File: config.mk
export PLATFORM = sky130hd
export DESIGN_NAME = jfns_stencil
export DESIGN_NICKNAME = d
export VERILOG_FILES = /design/src/hw/rtl/jfns_pkg.sv /design/src/hw/rtl/jfns_stencil.sv
export SDC_FILE = /design/constraint.sdc
export NUM_CORES = 1
export LEC_CHECK = 0
export BUFFER_PORTS_ARGS = -buffer_cell sky130_fd_sc_hd__buf_2
export CAP_MARGIN = 20
export CORE_MARGIN = 2
export CORE_UTILIZATION = 55
export DETAILED_ROUTE_END_ITERATION = 8
export MAX_ROUTING_LAYER = met4
export PLACE_DENSITY = 0.9
export SLEW_MARGIN = 20
export SYNTH_ARGS = -nofsm -noshare
export SYNTH_HDL_FRONTEND = slang
export SYNTH_SLANG_ARGS = --single-unit
export TNS_END_PERCENT = 100
File: constraint.sdc
create_clock -name aclk -period 8.6 [get_ports aclk]
set_input_delay 0.86 -clock aclk [delete_from_list [all_inputs] [get_ports aclk]]
set_output_delay 0.86 -clock aclk [all_outputs]
set_load 0.02 [all_outputs]
File: src/hw/rtl/jfns_pkg.sv
`default_nettype none
// ----------------------------------------------------------------------------
// jfns_pkg: shared types and constants for the Jacobi four-neighbour sweep
// Value format, grid limits, register map and the stage-one operand bundle.
// ----------------------------------------------------------------------------
package jfns_pkg;

    localparam int VALUE_BITS      = 24;                  // unsigned Q8.16
    localparam int SUM_BITS        = VALUE_BITS + 2;      // four-term sum
    localparam int MAX_SIDE        = 1024;
    localparam int MIN_SIDE        = 3;
    localparam int COL_BITS        = $clog2(MAX_SIDE);    // row/column index
    localparam int SIDE_BITS       = COL_BITS + 1;        // holds MAX_SIDE itself

    localparam int GRID_SIDE_BITS  = 11;
    localparam int THRESHOLD_BITS  = 24;
    localparam int CFG_DATA_BITS   = 24;
    localparam int CFG_INDEX_BITS  = 1;

    localparam logic [GRID_SIDE_BITS-1:0] GRID_SIDE_RESET = GRID_SIDE_BITS'(10);
    localparam logic [THRESHOLD_BITS-1:0] THRESHOLD_RESET = THRESHOLD_BITS'(65536);

    // register map
    localparam logic [CFG_INDEX_BITS-1:0] CFG_GRID_SIDE        = 1'd0;
    localparam logic [CFG_INDEX_BITS-1:0] CFG_SETTLE_THRESHOLD = 1'd1;

    typedef logic [VALUE_BITS-1:0] value_t;

    // one line store word: the column's value two rows up and one row up
    typedef struct packed {
        value_t up;
        value_t mid;
    } line_word_t;

    // stencil operands of one interior cell
    typedef struct packed {
        value_t left;
        value_t right;
        value_t up;
        value_t down;
        value_t old;
        logic   last;
    } stencil_t;

endpackage : jfns_pkg
`default_nettype wire

File: src/hw/rtl/jfns_stencil.sv
`default_nettype none
// ----------------------------------------------------------------------------
// jfns_stencil: average, movement test and result register
// Sums the four neighbours, compares the change with the threshold and
// keeps the per-sweep settled flag.
// ----------------------------------------------------------------------------
module jfns_stencil (
    input  wire logic                                aclk,
    input  wire logic                                aresetn,
    input  wire logic                                restart,
    input  wire logic [jfns_pkg::THRESHOLD_BITS-1:0] threshold,
    input  wire logic                                s1_valid,
    input  wire jfns_pkg::stencil_t                  s1,
    input  wire logic                                m_ready,
    output logic                                     advance,
    output logic                                     m_valid,
    output jfns_pkg::value_t                         m_new_value,
    output logic                                     m_moved,
    output logic                                     m_sweep_end,
    output logic                                     m_sweep_settled
);
    import jfns_pkg::*;

    logic [SUM_BITS-1:0] sum;
    value_t              avg, diff;
    logic                moved;
    logic                load;
    logic                valid_reg, valid_next;
    logic                none_moved_reg, none_moved_next;
    value_t              value_reg;
    logic                moved_reg, end_reg, settled_reg;

    assign sum   = SUM_BITS'(s1.left) + SUM_BITS'(s1.right)
                 + SUM_BITS'(s1.up)   + SUM_BITS'(s1.down);
    assign avg   = sum[SUM_BITS-1:2];
    assign diff  = (avg >= s1.old) ? (avg - s1.old) : (s1.old - avg);
    assign moved = (THRESHOLD_BITS'(diff) >= threshold);

    assign advance = !valid_reg || m_ready;
    assign load    = s1_valid && advance;

    always_comb begin
        valid_next      = valid_reg;
        none_moved_next = none_moved_reg;
        if (m_ready) begin
            valid_next = 1'b0;
        end
        if (load) begin
            valid_next = 1'b1;
            if (s1.last) begin
                none_moved_next = 1'b1;
            end else if (moved) begin
                none_moved_next = 1'b0;
            end
        end
        if (restart) begin
            none_moved_next = 1'b1;
        end
    end

    always_ff @(posedge aclk) begin
        if (!aresetn) begin
            valid_reg      <= 1'b0;
            none_moved_reg <= 1'b1;
        end else begin
            valid_reg      <= valid_next;
            none_moved_reg <= none_moved_next;
        end
    end

    always_ff @(posedge aclk) begin
        if (load) begin
            value_reg   <= avg;
            moved_reg   <= moved;
            end_reg     <= s1.last;
            settled_reg <= s1.last && none_moved_reg && !moved;
        end
    end

    assign m_valid         = valid_reg;
    assign m_new_value     = value_reg;
    assign m_moved         = moved_reg;
    assign m_sweep_end     = end_reg;
    assign m_sweep_settled = settled_reg;

endmodule : jfns_stencil
`default_nettype wire

==> run metrics, run 1 <==
outcome=finished clean; drt drc=0; routed len/inst=14.71 um; Clk Tree Root Cell=clkbuf_16; crit path kind=in -> reg; largest family of logic cells by synthesized area=adder cells; core area=12,010 um^2; Bufs on Longest Clock Path=2; Synth area leaders=ha_1, fa_1, edfxtp_1; setup bufs post-CTS=0; Max Cap Viol=0; Setup crit start kind=input port; share of cells above drive strength 1=0.2151; number of flops mapped to enable cells by yosys=27; Total GRT Usage=0.2675; Seq cells post-synth=29; final antenna-violating net count=0; largest net degree at the start of global routing=30; switch share=0.5441; fin. max-slew vios=0; Post-Synth XOR/XNOR Area=0.05952; Avg Vias per Cell=roughly 5.6; top_reg_cell synth=edfxtp_1; Netlist cell types=66; width of the die=between 100 and 150 um; first-pass GRT wire length=28,010 um; Die Footprint=13,210 um^2; CP Max Fanout=11; Detailed Place HPWL=14,350 um; Fin Setup TNS=0 ps; Pre-antenna DRT Iters=5; share of the clock period used by the worst path=0.9186; Logic pwr share=0.869; Async SR Flop Fraction=0; drt total wl=16,810 um; # H-tree levels=2; number of global-route vias before repair=approximately 6,000; initial antenna violation count=1; TritonCTS Sinks=29; gpl congestion=1.016; Leakage=4.255 nW; routed vias=between 6,000 and 7,000; minimum clock period=approximately 8000 ps; P_int=roughly 1.6 mW; Pwr per Cell Area=around 460 nW/um^2; register clock-pin slew on the reported worst setup and hold paths=around 60 ps; Syn Inst Count=roughly 830; I/O Pins=about 180; TritonCTS Buffers=5; Die Y=114.9 um; worst min path class=reg -> reg; num rows=40; number of flip-flops in the largest register=24; adder-cell share of the synthesized area=0.3235; Post-Syn Nets=about 1,100; leading area contributor after synthesis=ha_1; compound-gate portion of the synthesized area=0.2475; Worst-Margin Slew=668.0 ps; clock network fraction of design power=0.057; Psw=roughly 2 mW; post-synthesis sequential area ratio=0.1257; endpoints failing hold=0; Synth Cell Area=roughly 6800 um^2; Hold Buf Count CTS=0; port bufs=about 180; Avg Inst Size Synth=8.146 um^2; Peak Freq=between 100 and 150 MHz; mux cell area share after synthesis=0.01220; initial core utilization=0.5635; sequential power share=0.074; CP required=between 8000 and 9000 ps; Slew HR=0.5533; most frequent cell after synthesis=inv_1; maximum VDD drop=about 0.18 mV; simple-gate portion of the synthesized area=0.1043; most frequent cells after synthesis=inv_1, ha_1, a21oi_1, fa_1, o21ai_0; global route overflow=0; Yosys warnings=0; Synth top area share=0.1756; CP Capture Type=register; Final Power=between 3 and 4 mW; nets=1,289; CTS tree=done; post-cts sizing count=0; Setup-failing EPs final=0; clock skew=a little over 4 ps; RSZ-0062 raised after global routing=no; Filler cells=1,028; latest clock arrival within the worst-skew pair=about 280 ps; crit path DAT=7920 ps; Area Overhead vs Synth=16.67%; drt initial violations=between 300 and 400
## critical path, cell delays in order
cell and delay, ps:
buf_2 80, inv_1 40, fa_1 490, fa_1 520
inv_1 70, fa_1 470, a21o_1 210, a21o_1 180
a211oi_1 440, o21a_1 240, a21oi_1 130, a221oi_2 360
xnor2_1 150, ha_1 520, nand4_2 220, nor3_2 280
a32oi_2 160, a31oi_2 610, buf_4 280, o211ai_1 90
o21ai_0 150, xnor2_1 140, ha_1 320, nand4_1 100
o21ai_0 180, a21oi_1 80, o31ai_1 440, nor2_1 90
## worst paths after layout
| path | from | endpoint | slack [ps] | cells past startpoint |
|---|---|---|---|---|
| max | s1[27] | m_sweep_settled$_DFFE_PP_ | 700 | 28 |
| min | m_valid$_SDFFE_PN0P_ | m_valid$_SDFFE_PN0P_ | 520 | 2 |
| max reg2reg | m_valid$_SDFFE_PN0P_ | none_moved_reg$_SDFFE_PP1P_ | 7130 | 5 |
| min reg2reg | m_valid$_SDFFE_PN0P_ | m_valid$_SDFFE_PN0P_ | 520 | 2 |
## layout make-up
| type | instances | area [um^2] | area share |
|---|---|---|---|
| well taps | 147 | 183.9 | 0.02329 |
| clock inverters | 2 | 33.78 | 0.004278 |
| repair buffers | 181 | 913.4 | 0.1157 |
| diodes | 1 | 2.502 | 0.0003169 |
| inverters | 194 | 728.2 | 0.09221 |
| multi-input cells | 583 | 5056 | 0.6402 |
| flip-flops and latches | 29 | 850.8 | 0.1077 |
| clock buffers | 6 | 128.9 | 0.01632 |
## placed cells by master (no fill, tap or decap), drive strengths merged, types with 5 or more instances in the layout
cell	n
fa	50
a21o	34
a221oi	5
o21bai	13
edfxtp	27
o31ai	8
o21ai	43
nor2	35
a31oi	6
nand3	8
or2	5
o21a	9
and2	5
inv	194
a21oi	71
ha	95
buf	181
nand2	40
nor3	5
a211oi	17
nand4	18
mux2i	6
clkbuf	6
o211ai	7
xnor2	27
xor2	19
## cells by family (layout without fill, tap and decap cells)
| family | after synthesis | in the layout |
|---|---|---|
| AO/OA/AOI/OAI | 246 | 246 |
| buffers and inverters | 219 | 383 |
| adder cells (fa/ha/maj) | 145 | 145 |
| AND/OR/NAND/NOR | 138 | 138 |
| XOR/XNOR | 46 | 46 |
| flip-flops | 29 | 29 |
| multiplexers | 8 | 8 |
| other | 0 | 1 |
## stage by stage
stage | setup slack, ps | utilization | instance area, um^2 | hold slack, ps | cells
4_1_cts | 757.1 | 0.6573 | 7895 | 514.2 | 1142
3_5_place_dp | 461.6 | 0.6438 | 7732 | 505.3 | 1134
6_report | 700.3 | 0.6575 | 7898 | 519.8 | 1143
2_1_floorplan | 1690 | - | 6769 | 481.0 | 831
5_1_grt | 268.3 | 0.6575 | 7898 | 538.9 | 1143
3_3_place_gp | 720.9 | 0.6438 | 7732 | 494.4 | 1134
## power by group through the flow
stage                     Sequential (mW)  Combinational (mW)  Clock [mW]
after floorplan                     0.335                2.35           0
after global placement              0.270                3.04           0
after detailed placement            0.268                3.10           0
after CTS                           0.267                3.11       0.206
after global routing                0.272                3.52       0.210
final                               0.267                3.14       0.207
## layer usage
layer,part of all wire,vias to the layer above,global-route usage,routed length [um]
met1,0.45,2950,0.3582,7606
li1,-,3136,-,-
met2,0.47,243,0.4416,7882
met4,0.019,0,0.06586,318
met5,0,-,-,0
met3,0.060,26,0.02214,1005
Power figures use the tool's default switching activity.
==> run 2: changes to the inputs <==
--- a/config.mk
+++ b/config.mk
@@ -8,10 +8,10 @@
 export BUFFER_PORTS_ARGS = -buffer_cell sky130_fd_sc_hd__buf_2
 export CAP_MARGIN = 20
 export CORE_MARGIN = 2
-export CORE_UTILIZATION = 55
+export CORE_UTILIZATION = 50
 export DETAILED_ROUTE_END_ITERATION = 8
 export MAX_ROUTING_LAYER = met4
-export PLACE_DENSITY = 0.9
+export PLACE_DENSITY = 0.86
 export SLEW_MARGIN = 20
 export SYNTH_ARGS = -nofsm -noshare
 export SYNTH_HDL_FRONTEND = slang
==> constraint.sdc (replaced) <==
create_clock -name aclk -period 6.35 [get_ports aclk]
set_input_delay 0.635 -clock aclk [delete_from_list [all_inputs] [get_ports aclk]]
set_output_delay 0.635 -clock aclk [all_outputs]
set_load 0.02 [all_outputs]
==> run metrics, run 2 (synthesis results as in run 1) <==
worst min path class=reg -> reg; number of flip-flops in the largest register=24; width of the die=around 120 um; # H-tree levels=2; worst setup path end=m_moved$_DFFE_PP_; cell mode on critical path=a21o_1; Die Footprint=~14,000 um^2; core area=~13,000 um^2; Max Cap Viol=0; worst stage delay on the critical path=560 ps; initial core utilization=0.5111; placed insts=around 1,300; worst hold margin=525.4 ps; endpoints failing hold=0; maximum VDD drop=between 0.2 and 0.25 mV; most frequent cells in the layout=inv_1, buf_2, buf_4; CP Capture Type=register; CP required=6370 ps; Detailed Place HPWL=roughly 17,000 um; RR Endpoint=m_new_value[4]$_DFFE_PP_; Clk Tree Root Cell=clkbuf_16; port bufs=around 180; r2r setup slk=4850 ps; first-pass GRT wire length=around 32,000 um; RSZ-0062 raised after global routing=yes; Peak Freq=approximately 150 MHz; worst slack, placed=-681.6 ps; routed vias=between 6,000 and 7,000; Slew HR=0.6526; Finished Layout Cells=1,331; Total GRT Usage=0.2818; Avg Vias per Cell=5.252; Setup crit start kind=input port; Final Power=approximately 6 mW; largest net degree at the start of global routing=23; latest clock arrival within the worst-skew pair=around 280 ps; final antenna-violating net count=0; crit path kind=in -> reg; Worst-Margin Slew=a little over 500 ps; commonest non-fill, non-tap cell in the layout=inv_1; Bufs on Longest Clock Path=2; final core occ=0.7031; global route overflow=0; fin. max-slew vios=0; Pwr per Cell Area=approximately 660 nW/um^2; drt initial violations=427; drt total wl=between 15,000 and 20,000 um; minimum clock period=6521 ps; initial antenna violation count=1; Area Overhead vs Synth=37.56%; register clock-pin slew on the reported worst setup and hold paths=50 ps; r2r worst-path depth=3; CTS tree=done; Crit. Startpoint=s1[26]; number of global-route vias before repair=7,049; TritonCTS Sinks=29; Die Y=~120 um; I/O Pins=around 180; share of cells above drive strength 1=0.3492; Max stage delay cell, worst path=fa_1; Pre-antenna DRT Iters=6; outcome=finished, violations left; crit path DAT=around 6500 ps; failing checks=setup timing; clock skew=roughly 5.0 ps; routed len/inst=~15 um; Leakage=just over 5 nW; setup ws final=-171.1 ps; drt drc=0; CP Max Fanout=8; share of the clock period used by the worst path=1.027; Filler cells=1,053; R2R Path Start=m_valid$_SDFFE_PN0P_; num rows=42; nets=1,448; TritonCTS Buffers=5; Setup-failing EPs final=3; gpl congestion=0.9689
-- run 2: worst min path at each step --
stage,startpoint,to,depth (start not counted)
after floorplan,none_moved_reg$_SDFFE_PP1P_,none_moved_reg$_SDFFE_PP1P_,2
after global placement,m_valid$_SDFFE_PN0P_,m_valid$_SDFFE_PN0P_,2
after detailed placement,none_moved_reg$_SDFFE_PP1P_,none_moved_reg$_SDFFE_PP1P_,2
after CTS,m_valid$_SDFFE_PN0P_,m_valid$_SDFFE_PN0P_,2
after global routing,none_moved_reg$_SDFFE_PP1P_,none_moved_reg$_SDFFE_PP1P_,2
final,m_valid$_SDFFE_PN0P_,m_valid$_SDFFE_PN0P_,2
-- run 2: final cells by class --
cell class                      count  area, um^2  area share
Clock inverter                      2       33.78    0.003628
Antenna cell                        1       2.502   0.0002687
Inverter                          194       728.2     0.07820
Tap cell                          176       220.2     0.02365
Clock buffer                        6       128.9     0.01384
Timing Repair Buffer              340        2120      0.2276
Sequential cell                    29       850.8     0.09137
Multi-Input combinational cell    583        5228      0.5614
-- run 2: power by group --
| group | leakage (nW) | switching [mW] | internal [mW] | total (mW) |
|---|---|---|---|---|
| Combinational | 4.70 | 2.92 | 2.56 | 5.48 |
| Clock | 0.0785 | 0.0942 | 0.184 | 0.278 |
| Sequential | 0.278 | 0.0273 | 0.335 | 0.363 |
-- run 2: per-stage QoR --
stage	instance area (um^2)	setup TNS (ps)
6_report	9311	-463.0
5_1_grt	9311	-1476
4_1_cts	9289	-540.3
3_5_place_dp	8937	-1887
3_3_place_gp	8937	-1470
2_1_floorplan	6832	0
-- run 2: metal layers --
layer / wire length [um] / part of all wire / GRT usage / vias to the layer above
li1: - / - / - / 3459
met1: 8397 / 0.43 / 0.3453 / 3255
met2: 9521 / 0.49 / 0.4876 / 232
met3: 1036 / 0.053 / 0.02736 / 44
met4: 635 / 0.032 / 0.09811 / 0
met5: 0 / 0 / - / -
-- run 2: critical path, delay by kind of cell --
| family | cells | cell delay (ps) |
|---|---|---|
| buffers and inverters | 4 | 410 |
| AOI/OAI and AO/OA | 15 | 2730 |
| adders and majority gates | 5 | 2030 |
| and+or+nand+nor | 4 | 580 |
| xor gates and xnor gates | 1 | 150 |
-- run 2: what timing repair did --
item / in CTS / in global routing
pin swaps: 31 / 8
setup buffers: 9 / 2
gates resized for setup: 27 / 2
endpoints found under the setup margin: 3 / 3
endpoints found under the hold margin: 0 / 0
hold buffers: 0 / 0
